===== config.mk =====
export PLATFORM = sky130hd
export DESIGN_NAME = arrt_cell
export DESIGN_NICKNAME = d
export VERILOG_FILES = /design/src/hw/rtl/arrt_pkg.sv /design/src/hw/rtl/arrt_cell.sv
export SDC_FILE = /design/constraint.sdc
export NUM_CORES = 1
export LEC_CHECK = 0
export ABC_AREA = 1
export BUFFER_PORTS_ARGS = -buffer_cell sky130_fd_sc_hd__buf_4
export CAP_MARGIN = 20
export CORE_ASPECT_RATIO = 1.1
export CORE_UTILIZATION = 47
export CTS_CLUSTER_DIAMETER = 200
export DETAILED_ROUTE_END_ITERATION = 6
export HOLD_SLACK_MARGIN = 0.06
export PLACE_DENSITY = 0.77
export SYNTH_ARGS = -nofsm -noshare
export SYNTH_HDL_FRONTEND = slang
export SYNTH_SLANG_ARGS = --single-unit

===== constraint.sdc =====
create_clock -name aclk -period 8.2 [get_ports aclk]
set_clock_uncertainty 0.05 [all_clocks]
set_input_delay 0.82 -clock aclk [delete_from_list [all_inputs] [get_ports aclk]]
set_output_delay 0.82 -clock aclk [all_outputs]
set_load 0.03 [all_outputs]

===== src/hw/rtl/arrt_pkg.sv =====
package arrt_pkg;

    localparam int ADDR_W = 31;
    localparam int DATA_W = 32;
    localparam int SLOT_W = 4;

    localparam logic ACT_INSERT    = 1'b0;
    localparam logic ACT_TRANSLATE = 1'b1;

    typedef enum logic [1:0] {
        ST_OK      = 2'd0,
        ST_COLLIDE = 2'd1,
        ST_FULL    = 2'd2,
        ST_MISS    = 2'd3
    } arrt_status_t;

    // item as it walks down the chain of cells
    typedef struct packed {
        logic              action;
        logic [ADDR_W-1:0] addr;
        logic [DATA_W-1:0] new_lim;   // addr + length, exact in 32 bits
        logic [DATA_W-1:0] data;
    } arrt_item_t;

    // what the cells passed so far have found
    typedef struct packed {
        logic              collide;
        logic              same_hit;
        logic              free_hit;
        logic              hit;
        logic [DATA_W-1:0] xlat;
    } arrt_flags_t;

    // region write broadcast from the tail to every cell
    typedef struct packed {
        logic              en;
        logic [ADDR_W-1:0] base;
        logic [DATA_W-1:0] lim;       // base + length
        logic [DATA_W-1:0] delta;     // data base - base, modulo 2^32
    } arrt_wr_t;

endpackage


===== src/hw/rtl/arrt_cell.sv =====
module arrt_cell
    import arrt_pkg::*;
#(
    parameter int IDX_W    = 4,
    parameter int CELL_IDX = 0
) (
    input  logic             aclk,
    input  logic             aresetn,
    input  logic             adv,
    input  arrt_wr_t         wr,
    input  logic [IDX_W-1:0] wr_idx,
    input  logic             in_valid,
    input  arrt_item_t       in_item,
    input  arrt_flags_t      in_flags,
    input  logic [IDX_W-1:0] in_same_idx,
    input  logic [IDX_W-1:0] in_free_idx,
    input  logic [IDX_W-1:0] in_hit_idx,
    output logic             out_valid,
    output arrt_item_t       out_item,
    output arrt_flags_t      out_flags,
    output logic [IDX_W-1:0] out_same_idx,
    output logic [IDX_W-1:0] out_free_idx,
    output logic [IDX_W-1:0] out_hit_idx
);

    localparam logic [IDX_W-1:0] MY_IDX = IDX_W'(CELL_IDX);

    // region held by this cell
    logic              ent_valid_reg;
    logic [ADDR_W-1:0] ent_base_reg;
    logic [DATA_W-1:0] ent_lim_reg;
    logic [DATA_W-1:0] ent_delta_reg;

    // pipeline stage toward the next cell
    logic              valid_reg,    valid_next;
    arrt_item_t        item_reg;
    arrt_flags_t       flags_reg,    flags_next;
    logic [IDX_W-1:0]  same_idx_reg, same_idx_next;
    logic [IDX_W-1:0]  free_idx_reg, free_idx_next;
    logic [IDX_W-1:0]  hit_idx_reg,  hit_idx_next;

    logic              base_above;
    logic              contains;
    logic              collide_here;
    logic              same_here;
    logic              free_here;
    logic [DATA_W-1:0] xlat_here;

    always_comb begin
        base_above   = (ent_base_reg > in_item.addr) &&
                       ({1'b0, ent_base_reg} < in_item.new_lim);
        contains     = (ent_base_reg <= in_item.addr) &&
                       (ent_lim_reg > {1'b0, in_item.addr});
        collide_here = ent_valid_reg && (base_above || contains);
        same_here    = ent_valid_reg && (ent_base_reg == in_item.addr);
        free_here    = !ent_valid_reg;
        xlat_here    = ent_delta_reg + {1'b0, in_item.addr};

        flags_next    = in_flags;
        same_idx_next = in_same_idx;
        free_idx_next = in_free_idx;
        hit_idx_next  = in_hit_idx;
        valid_next    = in_valid;

        flags_next.collide = in_flags.collide || collide_here;
        // keep the lowest slot of each kind
        if (!in_flags.same_hit && same_here) begin
            flags_next.same_hit = 1'b1;
            same_idx_next       = MY_IDX;
        end
        if (!in_flags.free_hit && free_here) begin
            flags_next.free_hit = 1'b1;
            free_idx_next       = MY_IDX;
        end
        if (!in_flags.hit && ent_valid_reg && contains) begin
            flags_next.hit  = 1'b1;
            flags_next.xlat = xlat_here;
            hit_idx_next    = MY_IDX;
        end
    end

    always_ff @(posedge aclk) begin
        if (!aresetn) begin
            ent_valid_reg <= 1'b0;
        end else if (wr.en && wr_idx == MY_IDX) begin
            ent_valid_reg <= 1'b1;
        end
    end

    always_ff @(posedge aclk) begin
        if (wr.en && wr_idx == MY_IDX) begin
            ent_base_reg  <= wr.base;
            ent_lim_reg   <= wr.lim;
            ent_delta_reg <= wr.delta;
        end
    end

    always_ff @(posedge aclk) begin
        if (!aresetn) begin
            valid_reg <= 1'b0;
        end else if (adv) begin
            valid_reg <= valid_next;
        end
    end

    always_ff @(posedge aclk) begin
        if (adv) begin
            item_reg     <= in_item;
            flags_reg    <= flags_next;
            same_idx_reg <= same_idx_next;
            free_idx_reg <= free_idx_next;
            hit_idx_reg  <= hit_idx_next;
        end
    end

    assign out_valid    = valid_reg;
    assign out_item     = item_reg;
    assign out_flags    = flags_reg;
    assign out_same_idx = same_idx_reg;
    assign out_free_idx = free_idx_reg;
    assign out_hit_idx  = hit_idx_reg;

endmodule


# Word level (Yosys, flattened, before mapping)
# Index checks and enable logic that the tools add are counted.
totals:
  regBits: 241
  in_bits: 248
  out_inout_bits: 145
  wordCells: 40
op_classes:
  add_sub_neg: 1
  magnitude_cmp: 4
  n_eq_ne: 1
  muxes: 1
  n_reduce_logical: 16
op_table:
  columns: ["op", "count"]
  rows:
  - ["32-bit by 31-bit adder with 32-bit output", 1]
  - ["32-bit by 31-bit > comparator with 1-bit output", 1]
  - ["31-bit by 32-bit less-than comparator with 1-bit output", 1]
  - ["32-bit 2-to-1 mux", 1]
  - ["31-bit == test", 1]
  - ["31-bit > comparator", 1]
  - ["31-bit less-or-equal comparator", 1]
  - ["1-bit logical AND", 9]
  - ["1-bit zero test", 4]
  - ["4-bit zero test", 1]
  - ["1-bit logical OR", 2]

# Longest topological paths before layout
depth:
  ltp_word: 5
  ltp_mapped: 17
  ltp_nobuf: 17

# Worst setup path before layout
# Ideal clock, no wire load.
synth_timing:
  path_type: "in2reg"
  startpoint: "input wr_idx[1]"
  endpoint: "register ent_base_reg[0], enable pin"
  setup_ns: 0.669
  t_arrival_ns: 7.452
  required_ns: 7.481
  slack_ns: 0.029
  stages: 1
  n_path_buf: 0
  path_cell_list: "nor3_1"
synth_via:
  elab_chain_cells: 2
synth_lines:
  columns: ["item", "line", "rtl"]
  rows:
  - ["from (decl)", "arrt_cell.sv:11", "input logic [IDX_W-1:0] wr_idx,"]
  - ["4-bit zero test", "arrt_cell.sv:91", "if (wr.en && wr_idx == MY_IDX) begin"]
  - ["1-bit logical AND", "arrt_cell.sv:91", null]
  - ["to (signal assigned)", "arrt_cell.sv:92", "ent_base_reg <= wr.base;"]
  - ["to (decl)", "arrt_cell.sv:30", "logic [ADDR_W-1:0] ent_base_reg;"]
# No other way between the ends.
# A chain may end at the register's enable or synchronous reset.

# Worst setup path in the final report
layout_timing:
  startpoint: "input in_item[72] in the netlist's numbering"
  endpoint: "register hit_idx_reg[0] (netlist: out_hit_idx[0]) (data pin)"
layout_via:
  elab_chain_cells: 3
  elab_cells_between_ends: 4
  classes_between: "order compare: 2; reduce/logical: 2"
layout_lines:
  columns: ["item", "line", "rtl"]
  rows:
  - ["from (decl)", "arrt_cell.sv:13", "input arrt_item_t in_item,"]
  - ["32-bit by 31-bit > comparator with 1-bit output / 31-bit less-or-equal comparator (equally long branches)", "arrt_cell.sv:53, arrt_cell.sv:52", null]
  - ["1-bit logical AND *", "arrt_cell.sv:52", "contains = (ent_base_reg <= in_item.addr) &&"]
  - ["1-bit logical AND *", "arrt_cell.sv:75", "if (!in_flags.hit && ent_valid_reg && contains) begin"]
  - ["to (signal assigned)", "arrt_cell.sv:112", "hit_idx_reg <= hit_idx_next;"]
  - ["to (decl)", "arrt_cell.sv:40", "logic [IDX_W-1:0] hit_idx_reg, hit_idx_next;"]
# Every way passes the cells marked *; elsewhere a longest branch is shown, timed or not.

==> results list <==
* Status: finished clean
- Peak VDD IR: about 0.16 mV
- Synthesis produced 1311 cells.
- Setup violations remaining at the end of the flow were counted as 0.
- Most used standard cell by instance count after synthesis: sky130_fd_sc_hd__nand2_1
- Crit Reg-Reg Endpoint: out_hit_idx[0]$_SDFFCE_PP0P_
- At the worst endpoint, the arrival time is 3.66 ns.
* Cts hold-fix bufs: 0
* Reported max-cap violation count: 0
- Syn_nets: between 1500 and 2000
- The count of final hold-check violations was 0.
* Req. time, crit path: 8.42 ns
- First-pass GRT wire length: around 53000 um
* Commonest cells in the netlist: sky130_fd_sc_hd__nand2_1 (415), sky130_fd_sc_hd__edfxtp_1 (239), sky130_fd_sc_hd__inv_1 (229), sky130_fd_sc_hd__ha_1 (123), sky130_fd_sc_hd__nor2_1 (91)
- Number of global-route vias before repair: 10298
- Initial standard-cell utilization of the core: between 40% and 50%
- Clock slew at the register clock pins of the worst setup and hold paths: ~0.060 ns
- The most critical setup path has its endpoint at out_hit_idx[0]$_SDFFCE_PP0P_.
- Share of layout cells above drive strength 1: 25.1%
- Number of vias after detailed routing: a little over 10000
* Critical Path Source Type: input port
- Detail-routed via count per cell: 4.90
* Clock insertion delay at the later pin of the skew report: between 0.5 and 0.6 ns
* DR DRC count: 0
- Leakage power: slightly above 8 nW
- Final clock period utilization by the worst path: between 40% and 50%
- Final weighted congestion in routability-driven placement: between 0.8 and 0.9
- The startpoint identified for the worst register-to-register timing path is ent_base_reg[8]$_DFFE_PP_.
- Standard cell area after detailed placement: 0.0161 mm^2
* Setup Buffers After CTS: 0
- Die span in y: between 150 and 200 um
* Kind of end point of the critical path: register
- CTS tree: done
- Hold WC Path Type: input port to register
- Number of H-tree levels: 1
* Area share of the leading cell type in the synthesized netlist: 56.1%
- Adding up every negative setup slack in the final design gives 0 ns.
- Timing would allow up to 0.290 GHz.
- Prior to clock tree synthesis, the placed netlist has a worst setup slack of roughly 4.2 ns.
- Die footprint: between 0.02 and 0.03 mm^2
- Worst Path Max Fanout: 34
- Violation count after the first detailed-route iteration: a little under 600
- Half-perimeter wire length after detailed placement: around 28000 um
* Areal power density over the cells: 179 mW/mm^2
- Min setup slack post-route: about 4.8 ns
- Slew of the pin with the lowest slew margin: between 1 and 1.5 ns
- Slack of the worst reg-to-reg path: roughly 4.8 ns
* Pin count of the biggest net entering global routing: a little over 80
* Count of buffers inserted at the top-level ports: approximately 390
* Post-synthesis cell area: between 0.01 and 0.015 mm^2
- The number of antenna violations at the first check in global routing was 1.
- Number of placement rows: 62
- The netlist uses 35 different library cells.
* Number of enable-type register cells in the synthesized netlist: around 240
- Async SR Flop Fraction: 0%
- The Yosys step of the flow raised 0 warnings.
- Clock buffer depth: 3
- Total routing usage reported by global routing: 24.5%
- The clock net in this run drives a total of between 200 and 250 sinks.
- For this run, the share of the core covered by cells in the final layout is a little under two thirds.
* Worst Reg-to-Reg Cells: 10
- I/O pin total: slightly below 400
* Relative slew slack: about a third
- Avg Inst Size Synth: approximately 9.8 um^2
- By startpoint and endpoint, the worst setup path is classified as input port to register.
- After routing the design area is about 0.017 mm^2.
* Detailed-route wire length: approximately 35000 um
- Library cell occupying the most area in the post-synthesis netlist: sky130_fd_sc_hd__edfxtp_1
* Min Tclk post-route: ~3.4 ns
- The die is roughly 160 um wide.
- The total overflow left after global routing is 0.
- For this run, the register share of the synthesized area comes to a little under three fifths.
- The most critical setup path has its startpoint at in_item[72].
- Among all flip-flop cells after synthesis, the most frequent one is sky130_fd_sc_hd__edfxtp_1.
- After synthesis, the cell types taking the most area are sky130_fd_sc_hd__edfxtp_1 (56%), sky130_fd_sc_hd__nand2_1 (12%), sky130_fd_sc_hd__ha_1 (12%).
- Synthesis inferred about 240 register bits.
* Max reg flops: 96
- Routed wirelength normalized by instance count: approximately 17 um
- From synthesis to final layout, the design area changed by 32.2%.
- Clock buffers created by TritonCTS: 24
- Drt first pass iters: 5
- Root Driver: sky130_fd_sc_hd__clkbuf_16
- Post-CTS repair changed the size of 0 cells.
- Std-Cell Core Area: about 0.026 mm^2
* Number of antenna-violating nets in the routed design: 0
* Final #Nets: 2094
- The number of pins with negative max-slew slack in the final report was 0.
* Setup repair after global routing missed its margin: no
critical path, stage by stage:
cell                      delay (ns)
sky130_fd_sc_hd__buf_4          0.12
sky130_fd_sc_hd__inv_1          0.07
sky130_fd_sc_hd__ha_1           0.30
sky130_fd_sc_hd__nand2_1        0.07
sky130_fd_sc_hd__inv_1          0.13
sky130_fd_sc_hd__nand3_1        0.16
sky130_fd_sc_hd__nor3_1         0.38
sky130_fd_sc_hd__nand3_1        0.17
sky130_fd_sc_hd__nand2_2        0.49
sky130_fd_sc_hd__nand4_4        0.56
sky130_fd_sc_hd__inv_1          0.29
sky130_fd_sc_hd__nor2_1         0.08
kinds of logic (layout without fill, tap and decap cells):
group,count (synthesis),count (layout),share of synthesized area [%]
adders and majority gates,124,124,12.2
DFF,241,241,56.5
AOI/OAI and AO/OA,73,73,3.02
xor gates and xnor gates,15,15,1.03
buffers and inverters,243,672,7.45
other,0,1,0
and+or+nand+nor,615,615,19.8
metrics by stage:
step | total power, mW | instances | hold WS [ns]
floorplan | 1.75 | 1311 | 0.457
global placement | 1.98 | 2047 | 0.476
detailed placement | 2.00 | 2047 | 0.488
CTS | 3.06 | 2091 | 0.379
global route | 3.15 | 2093 | 0.390
finish | 3.03 | 2093 | 0.414
placed cells by master (no fill, tap or decap), drive strengths merged, types with 2 or more instances in the layout:
cell type  count
nand2        416
buf          397
edfxtp       239
inv          230
ha           123
nor2          93
a21oi         51
nand3         48
nand4         43
clkbuf        38
o21ai         14
xor2          14
clkinv         6
and2           4
nor3           4
nand3b         3
a21o           2
o21a           2
a31oi          2
dfxtp          2
layout make-up:
class,instances,area [um^2]
Fill cell,2223,9560
Sequential cell,241,7220
Multi-Input combinational cell,827,4620
Timing Repair Buffer,397,2990
Inverter,231,867
Clock buffer,38,704
Tap cell,352,440
Clock inverter,6,51.3
Antenna cell,1,2.50
routing by layer:
layer	up-vias	GRT usage [%]	share of wire (%)
met3	43	4.39	6.4
met5	-	0	0
met4	0	6.37	2.1
li1	5148	-	-
met1	4700	29.2	41
met2	359	45.2	51
power breakdown:
group | total, mW | internal, mW | switching (mW) | leakage [nW]
combinational | 0.524 | 0.213 | 0.312 | 5.66
sequential | 1.45 | 1.43 | 0.0198 | 2.28
clock | 1.06 | 0.617 | 0.445 | 0.368
worst min-delay path by stage:
| stage | from | end | slack, ns | cells past startpoint |
|---|---|---|---|---|
| after floorplan | ent_valid_reg$_SDFFE_PN0P_ | ent_valid_reg$_SDFFE_PN0P_ | 0.46 | 1 |
| after global placement | out_valid$_SDFFE_PN0P_ | out_valid$_SDFFE_PN0P_ | 0.48 | 2 |
| after detailed placement | out_valid$_SDFFE_PN0P_ | out_valid$_SDFFE_PN0P_ | 0.49 | 2 |
| after CTS | wr[16] | ent_delta_reg[16]$_DFFE_PP_ | 0.38 | 1 |
| after global routing | wr[16] | ent_delta_reg[16]$_DFFE_PP_ | 0.39 | 1 |
| final | wr[16] | ent_delta_reg[16]$_DFFE_PP_ | 0.41 | 1 |
Note: power is estimated with default switching activity, not from simulation.
