===== src/hw/rtl/arrt_pkg.sv =====
package arrt_pkg;

    localparam int ADDR_W = 31;
    localparam int DATA_W = 32;
    localparam int SLOT_W = 4;

    localparam logic ACT_INSERT    = 1'b0;
    localparam logic ACT_TRANSLATE = 1'b1;

    typedef enum logic [1:0] {
        ST_OK      = 2'd0,
        ST_COLLIDE = 2'd1,
        ST_FULL    = 2'd2,
        ST_MISS    = 2'd3
    } arrt_status_t;

    // item as it walks down the chain of cells
    typedef struct packed {
        logic              action;
        logic [ADDR_W-1:0] addr;
        logic [DATA_W-1:0] new_lim;   // addr + length, exact in 32 bits
        logic [DATA_W-1:0] data;
    } arrt_item_t;

    // what the cells passed so far have found
    typedef struct packed {
        logic              collide;
        logic              same_hit;
        logic              free_hit;
        logic              hit;
        logic [DATA_W-1:0] xlat;
    } arrt_flags_t;

    // region write broadcast from the tail to every cell
    typedef struct packed {
        logic              en;
        logic [ADDR_W-1:0] base;
        logic [DATA_W-1:0] lim;       // base + length
        logic [DATA_W-1:0] delta;     // data base - base, modulo 2^32
    } arrt_wr_t;

endpackage


===== src/hw/rtl/arrt_tail.sv =====
module arrt_tail
    import arrt_pkg::*;
#(
    parameter int IDX_W = 4
) (
    input  logic              fire,
    input  arrt_item_t        item,
    input  arrt_flags_t       flags,
    input  logic [IDX_W-1:0]  same_idx,
    input  logic [IDX_W-1:0]  free_idx,
    input  logic [IDX_W-1:0]  hit_idx,
    output arrt_status_t      status,
    output logic [DATA_W-1:0] translated,
    output logic [SLOT_W-1:0] slot,
    output arrt_wr_t          wr,
    output logic [IDX_W-1:0]  wr_idx
);

    logic [IDX_W+SLOT_W-1:0] slot_ext;
    logic [IDX_W-1:0]        slot_idx;
    logic                    do_write;

    always_comb begin
        status     = ST_OK;
        translated = '0;
        slot_idx   = '0;
        do_write   = 1'b0;
        wr_idx     = '0;

        unique case (item.action)
            ACT_INSERT: begin
                priority if (flags.collide) begin
                    status = ST_COLLIDE;
                end else if (item.addr == '0) begin
                    status = ST_OK;
                end else if (flags.same_hit) begin
                    do_write = 1'b1;
                    wr_idx   = same_idx;
                    slot_idx = same_idx;
                end else if (flags.free_hit) begin
                    do_write = 1'b1;
                    wr_idx   = free_idx;
                    slot_idx = free_idx;
                end else begin
                    status = ST_FULL;
                end
            end
            ACT_TRANSLATE: begin
                if (flags.hit) begin
                    translated = flags.xlat;
                    slot_idx   = hit_idx;
                end else begin
                    status = ST_MISS;
                end
            end
            default: begin
                status = ST_MISS;
            end
        endcase

        slot_ext = {{SLOT_W{1'b0}}, slot_idx};
        slot     = slot_ext[SLOT_W-1:0];

        wr.en    = fire && do_write;
        wr.base  = item.addr;
        wr.lim   = item.new_lim;
        wr.delta = item.data - {1'b0, item.addr};
    end

endmodule


===== config.mk =====
export PLATFORM = sky130hd
export DESIGN_NAME = arrt_tail
export DESIGN_NICKNAME = d
export VERILOG_FILES = /design/src/hw/rtl/arrt_pkg.sv /design/src/hw/rtl/arrt_tail.sv
export SDC_FILE = /design/constraint.sdc
export NUM_CORES = 1
export LEC_CHECK = 0
export ABC_AREA = 1
export BUFFER_PORTS_ARGS = -buffer_cell sky130_fd_sc_hd__buf_2
export CORE_AREA = 2 2 109 111
export DETAILED_ROUTE_END_ITERATION = 12
export DIE_AREA = 0 0 111 113
export GPL_TIMING_DRIVEN = 1
export PLACE_DENSITY = 0.71
export SLEW_MARGIN = 25
export SYNTH_ARGS = -nofsm -noshare
export SYNTH_HDL_FRONTEND = slang
export SYNTH_SLANG_ARGS = --single-unit

===== constraint.sdc =====
create_clock -name vclk -period 2
set_input_delay 0.4 -clock vclk [all_inputs]
set_output_delay 0.4 -clock vclk [all_outputs]
set_load 0.01 [all_outputs]

## Word-level counts from Yosys, hierarchy flattened

Index checks and enable logic that the tools add are counted.
W data, S select, Z words.

| storage, ports and cells | value |
|---|---|
| register bits | 0 |
| input port bits | 145 |
| output and inout bits | 138 |
| word-level logic and storage cells | 24 |

| cells by class | value |
|---|---|
| $add $sub $neg | 1 |
| muxes and demuxes | 20 |
| bitwise operators | 1 |
| reductions and logical operators | 2 |

Operators with widths:

| cell | count |
|---|---|
| $mux W32 | 2 |
| $sub A32 B31 Y32 | 1 |
| $logic_not A31 Y1 | 1 |
| $mux W4 | 6 |
| $mux W2 | 5 |
| $pmux W4 S2 | 1 |
| $mux W1 | 5 |
| $pmux W2 S2 | 1 |
| $logic_and A1 B1 Y1 | 1 |
| $not A1 Y1 | 1 |

## Depth between registers and ports, before layout

Gate-level depths: netlist of run 1.

| logic depth | value |
|---|---|
| depth in word-level cells | 6 |
| mapped depth | 13 |
| gate-level depth less buffers | 13 |

## Worst setup path before layout of run 1

No wires, ideal clock.

| path | value |
|---|---|
| path type | input to output |
| from | in item[0] in the netlist's numbering |
| to | out wr[24] in the netlist's numbering |
| data arrival time | 1.710 ns |
| data required time | 1.600 ns |
| setup slack | -0.110 ns |
| cell stages on the path | 12 |
| buffers on the path | 0 |
| cells stage by stage | inv_1 ha_1 fa_1 inv_1 nand3_1 nand3_1 nand2_1 nand2_1 nand2_1 nand3_1 nand2_1 nand2_1 |

RTL lines:

| item | line | RTL |
|---|---|---|
| start: declaration | arrt_tail.sv:7 | `input arrt_item_t item,` |
| end: declaration | arrt_tail.sv:15 | `output arrt_wr_t wr,` |

==> impl_metrics.env, run 1 <==
export IMPL_run_status="finished, violations left"
export IMPL_hold_buffers=0
export IMPL_fin_crit_ns=2.23
export IMPL_violations="setup timing"
export IMPL_cp_cell_sequence="buf_2 -> inv_2 -> ha_4 -> nand2_2 -> nor2_1 -> nand3_2 -> nand3_4 -> nand2_2 -> nand2_1 -> nand2_1 -> nand2_2 -> buf_6"
export IMPL_relSlewSlack=0.671
export IMPL_initial_core_util=0.308
export IMPL_power_total_w=0.00182
export IMPL_yosysUniqueCellTypes=26
export IMPL_whs_ns=0.800
export IMPL_post_route_period_util=1.11
export IMPL_layout_common_cells="191 x buf_2, 168 x nand2_1, 150 x inv_1"
export IMPL_critPathCapture="wr[20]"
export IMPL_port_buffers=219
export IMPL_worstPathArrival_ns=1.83
export IMPL_report_final_slew_viol_count=0
export IMPL_yosysWarnings=0
export IMPL_hold_path_class="in2out"
export IMPL_rsz0062_at_grt="yes"
export IMPL_critPathTopFamily="simple AND/OR/NAND/NOR gates"
export IMPL_grt_pass1_vias=4673
export IMPL_ff_latch_area_um2=0
export IMPL_setup_viol=28
export IMPL_drt_pass1_iterations=4
export IMPL_vias_per_cell=4.53
export IMPL_grt_ovfl_total=0
export IMPL_crit_path_end_kind="output pin"
export IMPL_maxCapViolCount=0
export IMPL_grt_pass1_wl_um=21800
export IMPL_fmax_mhz=449
export IMPL_ys_seq_area_frac=0
export IMPL_worstSetupPathType="in2out"
export IMPL_cp_common_cell="nand2_2"
export IMPL_critPathRequiredTime_ns=1.60
export IMPL_hold_viol_final=0
export IMPL_cp_max_fo=4
export IMPL_cpPeakStageDelay_ns=0.30
export IMPL_die_y_um=113
export IMPL_syn2layout_area_growth_pct=72.7
export IMPL_worst_hold_path_num_cells=0
export IMPL_powerDensity_nw_per_um2=304
export IMPL_n_clock_buffer=0
export IMPL_row_count=39
export IMPL_antenna_left=0
export IMPL_cp_depth=12
export IMPL_die_w_um=111
export IMPL_nFlopsAndLatches=0
export IMPL_detail_route_iter0_violations=235
export IMPL_antenna_found_initial=0
export IMPL_hpwl_um=11600
export IMPL_routed_via_count=4846
export IMPL_core_um2=11300
export IMPL_startpoint="item[68]"
export IMPL_power_leakage_nw=3.69
export IMPL_remaining_drc_errors=0
export IMPL_routed_wl_um=14800
export IMPL_setup_ws_ns=-0.228
export IMPL_grt_start_max_net_pins=33
export IMPL_place_inst=1063
export IMPL_layout_drive_gt1_share=0.535
export IMPL_nNetsFinal=1104
export IMPL_final_setup_tns_ns=-4.40
export IMPL_synth_nets=885
export IMPL_netlist_area_um2=3470
export IMPL_cp_start_kind="input port"
export IMPL_worst_path_buf_inv=3
export IMPL_ios=283
export IMPL_peakVddDrop_v=0.000117
export IMPL_gp_congestion=0.936
export IMPL_final_common_cell="buf_2"
export IMPL_syn_area_per_cell_um2=4.90
export IMPL_wl_per_cell_um=13.8
export IMPL_dieArea_um2=12500
export IMPL_layout_cells_non_filler=1069
export IMPL_syn_inst=708
export IMPL_worstMarginPinSlew_ns=0.493
export IMPL_grtUsageTotal=0.210
export IMPL_cp_slowest_cell="ha_4"
==> worst min-delay path by stage <==
| stage | slack (ns) | from | end |
|---|---|---|---|
| 2_1_floorplan | 0.89 | flags[0] | translated[0] |
| 3_3_place_gp | 0.80 | item[38] | wr[38] |
| 3_5_place_dp | 0.80 | item[38] | wr[38] |
| 4_1_cts | 0.80 | item[38] | wr[38] |
| 5_1_grt | 0.80 | item[35] | wr[35] |
| 6_report | 0.80 | item[34] | wr[34] |
==> synth_stat cells <==
master / number / area, µm²
o21bai_1: 2 / 15.0
a22oi_1: 4 / 30.0
buf_4: 63 / 473
o21bai_2: 1 / 11.3
nand3_2: 4 / 40.0
ha_1: 31 / 388
xor2_1: 13 / 114
a21o_1: 1 / 7.51
xnor2_1: 1 / 8.76
and2_0: 1 / 6.26
nand3_1: 24 / 120
a21oi_2: 1 / 8.76
nand2_1: 233 / 875
fa_1: 1 / 20.0
nor2_1: 81 / 304
o21ai_0: 6 / 30.0
clkbuf_1: 3 / 11.3
nor2_2: 3 / 18.8
buf_6: 1 / 11.3
nand2_2: 12 / 75.1
and2_1: 1 / 6.26
a21oi_1: 21 / 105
nor3_2: 1 / 10.0
nand4_1: 11 / 68.8
inv_1: 185 / 694
nor3_1: 3 / 15.0
==> per-layer routing <==
metal	up-vias	routed length (µm)	track usage
li1	2449	-	-
met3	24	1060	0.0327
met1	2171	5140	0.219
met4	0	323	0.0400
met5	-	0	0
met2	202	8260	0.439
==> stage by stage <==
stage	utilization	setup WS, ns	area [µm²]
2_1_floorplan	-	0.00662	3490
3_3_place_gp	0.419	-0.337	4720
3_5_place_dp	0.419	-0.346	4720
4_1_cts	0.502	-0.248	5660
5_1_grt	0.531	-0.367	5980
6_report	0.531	-0.228	5990
==> cell type report <==
type               instances  area (µm²)
inverters                185         724
repair buffers           284        1790
fillers                 1090        5290
multi-input cells        456        3290
well taps                143         179
diodes                     1        2.50
==> where the power goes <==
| group | internal [W] | switching [W] | total (W) | leakage (nW) |
|---|---|---|---|---|
| Sequential | 0 | 0 | 0 | 0 |
| Combinational | 0.000827 | 0.000996 | 0.00182 | 3.69 |
| Clock | 0.0000000000669 | 0 | 0.0000000000669 | 0.00000634 |
==> cells by family after synthesis <==
family,after synthesis,share of synthesized area
AO/OA/AOI/OAI,36,0.0599
XOR/XNOR,14,0.0354
adder cells (fa/ha/maj),32,0.118
buffers and inverters,252,0.343
AND/OR/NAND/NOR,374,0.444
==> timing repair <==
item,in CTS,in global routing
setup buffers,5,1
endpoints found under the setup margin,36,37
gates resized for setup,210,83
pin swaps,56,25
Power figures use the tool's default switching activity.
==> run 2: changes to the inputs <==
Settings changed: GPL_TIMING_DRIVEN 1 to 0.
==> run 2 against run 1 <==
  * Largest power group unchanged
  * Cell count grew 6.5%
  * Maximum frequency decreased by 9.3%
  * Largest cell class unchanged
  * Critical path type unchanged
  * The run still ends with setup timing left
  * Critical path depth is 2 lower
==> impl_metrics.env, run 2 (synthesis gave the netlist of run 1 again) <==
export IMPL_cp_slowest_cell="fa_2"
export IMPL_post_route_period_util=1.23
export IMPL_detail_route_iter0_violations=320
export IMPL_setup_ws_ns=-0.455
export IMPL_nNetsFinal=1175
export IMPL_grt_start_max_net_pins=11
export IMPL_cp_common_cell="nand3_4"
export IMPL_worstMarginPinSlew_ns=0.475
export IMPL_ff_latch_area_um2=0
export IMPL_ios=283
export IMPL_drt_pass1_iterations=6
export IMPL_hold_end="wr[51]"
export IMPL_swShare=0.551
export IMPL_cp_max_fo=3
export IMPL_powerDensity_nw_per_um2=313
export IMPL_initial_core_util=0.308
export IMPL_pwr_share_seq=0
export IMPL_row_count=39
export IMPL_antenna_left=0
export IMPL_final_setup_tns_ns=-6.80
export IMPL_vias_per_cell=4.80
export IMPL_run_status="finished, violations left"
export IMPL_hpwl_um=11600
export IMPL_nFlopsAndLatches=0
export IMPL_wl_per_cell_um=15.1
export IMPL_fmax_mhz=407
export IMPL_diodes=0
export IMPL_die_y_um=113
export IMPL_cp_cell_sequence="buf_8 -> ha_4 -> fa_2 -> inv_2 -> nand3_2 -> nand3_4 -> nand3_4 -> nand3_4 -> xor2_2 -> buf_2"
export IMPL_fin_area_um2=6650
export IMPL_port_buffers=251
export IMPL_n_clock_buffer=0
export IMPL_remaining_drc_errors=0
export IMPL_antenna_found_initial=0
export IMPL_min_delay_start="item[51]"
export IMPL_routed_via_count=5468
export IMPL_place_area_um2=4920
export IMPL_power_leakage_nw=4.12
export IMPL_fin_crit_ns=2.46
export IMPL_grt_ovfl_total=0
export IMPL_clkPwrFrac=0
export IMPL_hold_viol_final=0
export IMPL_die_w_um=111
export IMPL_layout_drive_gt1_share=0.587
export IMPL_violations="setup timing"
export IMPL_relSlewSlack=0.682
export IMPL_core_um2=11300
export IMPL_worstPathArrival_ns=2.06
export IMPL_critPathRequiredTime_ns=1.60
export IMPL_layout_common_cells="216 x buf_2, 152 x nand2_1, 146 x inv_1"
export IMPL_setup_viol=38
export IMPL_routed_wl_um=17200
export IMPL_p_comb_frac=1.000
export IMPL_switchingPower_w=0.00115
export IMPL_crit_path_end_kind="output pin"
export IMPL_report_final_slew_viol_count=0
export IMPL_final_common_cell="buf_2"
export IMPL_power_total_w=0.00208
export IMPL_power_internal_w=0.000935
export IMPL_gp_congestion=0.915
export IMPL_hold_buffers=0
export IMPL_grt_pass1_wl_um=21900
export IMPL_maxCapViolCount=0
export IMPL_worst_hold_path_num_cells=2
export IMPL_rsz0062_at_grt="yes"
export IMPL_dieArea_um2=12500
export IMPL_cpPeakStageDelay_ns=0.38
export IMPL_cp_start_kind="input port"
export IMPL_hold_path_class="in2out"
export IMPL_peakVddDrop_v=0.000133
export IMPL_grt_pass1_vias=4810
export IMPL_worstSetupPathType="in2out"
export IMPL_grtUsageTotal=0.209
export IMPL_syn2layout_area_growth_pct=91.9
## run 2: cell types whose count changed in the layout (fill, tap and decap cells not counted), moves of 4 or more
cell	previous run	this run
inv_1	150	146
buf_4	61	94
nand3_1	18	14
nand2_4	23	34
nand2_1	168	152
buf_6	28	34
nand2_2	53	57
inv_4	8	12
buf_2	191	216
## run 2: repair_timing
| action | in CTS | in global routing |
|---|---|---|
| pin swaps | 46 | 83 |
| gates cloned | 1 | 0 |
| setup endpoints to repair | 37 | 37 |
| setup buffers | 16 | 23 |
| resized for setup | 169 | 190 |
## run 2: how the worst max path moves through the flow
stage | startpoint | endpoint | slack, ns | cells after the start
after floorplan | item[0] | wr[24] | 0.007 | 12
after CTS | item[0] | wr[16] | -0.25 | 13
after global placement | item[64] | wr[24] | -0.39 | 13
after detailed placement | item[64] | wr[24] | -0.39 | 13
after global routing | item[64] | wr[16] | -0.46 | 12
final | item[64] | wr[12] | -0.46 | 10
## run 2: layout make-up
class,count,area [µm²]
multi-input combinational,457,3450
fill,1016,4620
buffer,66,484
timing repair buffer,288,1810
inverter,185,729
tap,143,179
## run 2: layer usage
metal | GRT usage | vias up | share of wire | wire [µm]
met5 | 0 | - | 0 | 0
met4 | 0.0333 | 0 | 0.058 | 999
met3 | 0.0257 | 81 | 0.074 | 1280
met2 | 0.444 | 341 | 0.54 | 9280
li1 | - | 2586 | - | -
met1 | 0.219 | 2460 | 0.33 | 5660
## run 2: power by group through the flow
stage	combinational [W]	clock [W]	sequential, W
after floorplan	0.000853	0	0
after global placement	0.00135	0	0
after detailed placement	0.00137	0	0
after CTS	0.00170	0	0
after global routing	0.00222	0	0
final	0.00208	0	0
## run 2: worst max-delay path, delay by kind of cell
kind | cells | cell delay (ns)
xor+xnor | 1 | 0.26
fa+ha+maj | 2 | 0.53
buf+inv | 3 | 0.39
simple gates | 4 | 0.47
## run 2: per-stage QoR
step / cells / hold WS (ns) / util / setup slack, ns
final: 1139 / 0.983 / 0.590 / -0.455
after global routing: 1139 / 0.986 / 0.590 / -0.464
after detailed placement: 1102 / 0.984 / 0.437 / -0.385
after floorplan: 708 / 0.887 / - / 0.00662
after CTS: 1119 / 0.984 / 0.517 / -0.246
after global placement: 1102 / 0.984 / 0.437 / -0.385
==> run 3: changes to the inputs <==
==> constraint.sdc (replaced) <==
create_clock -name vclk -period 2
set_input_delay 0.4 -clock vclk [all_inputs]
set_output_delay 0.4 -clock vclk [all_outputs]
set_load 0.05 [all_outputs]
==> run 3 against run 2 <==
  * The flow still finishes with violations (setup timing)
  * Worst hold slack better by 0.12 ns
  * Sequential cell count unchanged
  * Design area up 13%
  * Worst setup slack better by 0.092 ns
  * Via count down 2.9%
  * Global-route usage up 1.6 points
  * Combinational power up 55%
  * Die area unchanged
  * Largest cell class unchanged
  * Highest routed layer is now met5
==> impl_metrics.env, run 3 (synthesis gave the netlist of run 1 again) <==
export IMPL_run_status="finished, violations left"
export IMPL_violations="setup timing"
export IMPL_relSlewSlack=0.646
export IMPL_cp_start_kind="input port"
export IMPL_syn2layout_area_growth_pct=117
export IMPL_cp_slowest_cell="ha_4"
export IMPL_cpPeakStageDelay_ns=0.32
export IMPL_worst_hold_path_num_cells=2
export IMPL_maxCapViolCount=0
export IMPL_ff_latch_area_um2=0
export IMPL_drt_pass1_iterations=5
export IMPL_min_delay_start="item[38]"
export IMPL_hold_path_class="in2out"
export IMPL_grtUsageTotal=0.225
export IMPL_wl_per_cell_um=14.8
export IMPL_peakVddDrop_v=0.000355
export IMPL_grt_start_max_net_pins=11
export IMPL_ios=283
export IMPL_n_clock_buffer=0
export IMPL_grt_pass1_wl_um=23500
export IMPL_cp_cell_sequence="buf_6 -> inv_4 -> ha_4 -> nand2_1 -> nor2_4 -> nand2_1 -> nand3_4 -> nand2_2 -> nand2_4 -> nand2_2 -> nand2_2 -> nand2_2 -> nand2_4 -> buf_8"
export IMPL_setup_ws_ns=-0.363
export IMPL_vias_per_cell=4.62
export IMPL_detail_route_iter0_violations=235
export IMPL_worstSetupPathType="in2out"
export IMPL_antenna_found_initial=2
export IMPL_worstMarginPinSlew_ns=0.530
export IMPL_final_core_util=0.666
export IMPL_fmax_mhz=423
export IMPL_layout_common_cells="188 x buf_2, 139 x inv_1, 107 x buf_4"
export IMPL_hold_end="wr[38]"
export IMPL_cp_common_cell="nand2_2"
export IMPL_port_buffers=251
export IMPL_initial_core_util=0.308
export IMPL_place_inst=1102
export IMPL_antenna_left=0
export IMPL_diodes=0
export IMPL_power_total_w=0.00322
export IMPL_hold_viol_final=0
export IMPL_routed_via_count=5310
export IMPL_dieArea_um2=12500
export IMPL_rsz0062_at_grt="yes"
export IMPL_power_leakage_nw=4.39
export IMPL_hold_buffers=0
export IMPL_hpwl_um=12400
export IMPL_setup_viol=29
export IMPL_gp_congestion=0.924
export IMPL_final_setup_tns_ns=-7.66
export IMPL_routed_wl_um=17100
export IMPL_layout_drive_gt1_share=0.670
export IMPL_core_um2=11300
export IMPL_nNetsFinal=1186
export IMPL_post_route_period_util=1.18
export IMPL_fill_cells=898
export IMPL_die_w_um=111
export IMPL_fin_crit_ns=2.36
export IMPL_critPathRequiredTime_ns=1.60
export IMPL_cp_max_fo=5
export IMPL_remaining_drc_errors=0
export IMPL_layout_cells_non_filler=1150
export IMPL_grt_ovfl_total=0
export IMPL_powerDensity_nw_per_um2=429
export IMPL_final_common_cell="buf_2"
export IMPL_row_count=39
export IMPL_worstPathArrival_ns=1.96
export IMPL_grt_pass1_vias=4958
export IMPL_nFlopsAndLatches=0
export IMPL_die_y_um=113
export IMPL_report_final_slew_viol_count=0
export IMPL_crit_path_end_kind="output pin"
export IMPL_whs_ns=1.10
## run 3: cell count changes in the layout (fill, tap and decap cells not counted), sizes merged
cell | previous run | this run
buf | 351 | 362
## run 3: worst max path at each step
stage                     cells after the start     start  slack (ns)     end
after global placement                       14   item[0]       -0.56  wr[30]
after detailed placement                     14   item[0]       -0.58  wr[30]
final                                        14  item[67]       -0.36  wr[30]
after CTS                                    14   item[0]       -0.30  wr[20]
after floorplan                               4   item[0]       -0.18   wr[2]
after global routing                         14  item[67]       -0.43  wr[30]
## run 3: power breakdown
| part | total, W | internal, W | switching [W] |
|---|---|---|---|
| Combinational | 0.00322 | 0.00123 | 0.00199 |
| Clock | 0 | 0 | 0 |
| Sequential | 0 | 0 | 0 |
| Total | 0.00322 | 0.00123 | 0.00199 |
## run 3: final cells by class
cell class         count  area (µm²)  area share
plain buffers         66         484      0.0645
multi-input cells    457        3970       0.529
repair buffers       299        2130       0.284
well taps            143         179      0.0238
inverters            185         742      0.0988
## run 3: repair_timing
action / in CTS / in global routing
gates resized for setup: 285 / 154
buffers inserted: 23 / 25
endpoints found under the hold margin: 0 / 0
endpoints found under the setup margin: 38 / 39
gates cloned: 1 / 0
pin swaps: 90 / 74
## run 3: stage by stage
step	setup slack (ns)	instance area, µm²
after floorplan	-0.180	4140
after global placement	-0.560	5580
after detailed placement	-0.584	5580
after CTS	-0.304	6740
after global routing	-0.429	7510
final	-0.363	7510
## run 3: metal layers
| metal | up-vias | track usage | part of all wire | wire length [µm] |
|---|---|---|---|---|
| met1 | 2370 | 0.253 | 0.35 | 5930 |
| met3 | 56 | 0.0418 | 0.079 | 1350 |
| met2 | 270 | 0.438 | 0.53 | 9050 |
| met5 | - | 0 | 0.00076 | 13 |
| met4 | 2 | 0.0508 | 0.042 | 720 |
| li1 | 2612 | - | - | - |
## run 3: critical path, delay by kind of cell
family	cells	cell delay, ns
buffers and inverters	3	0.26
and+or+nand+nor	10	0.97
adders and majority gates	1	0.32
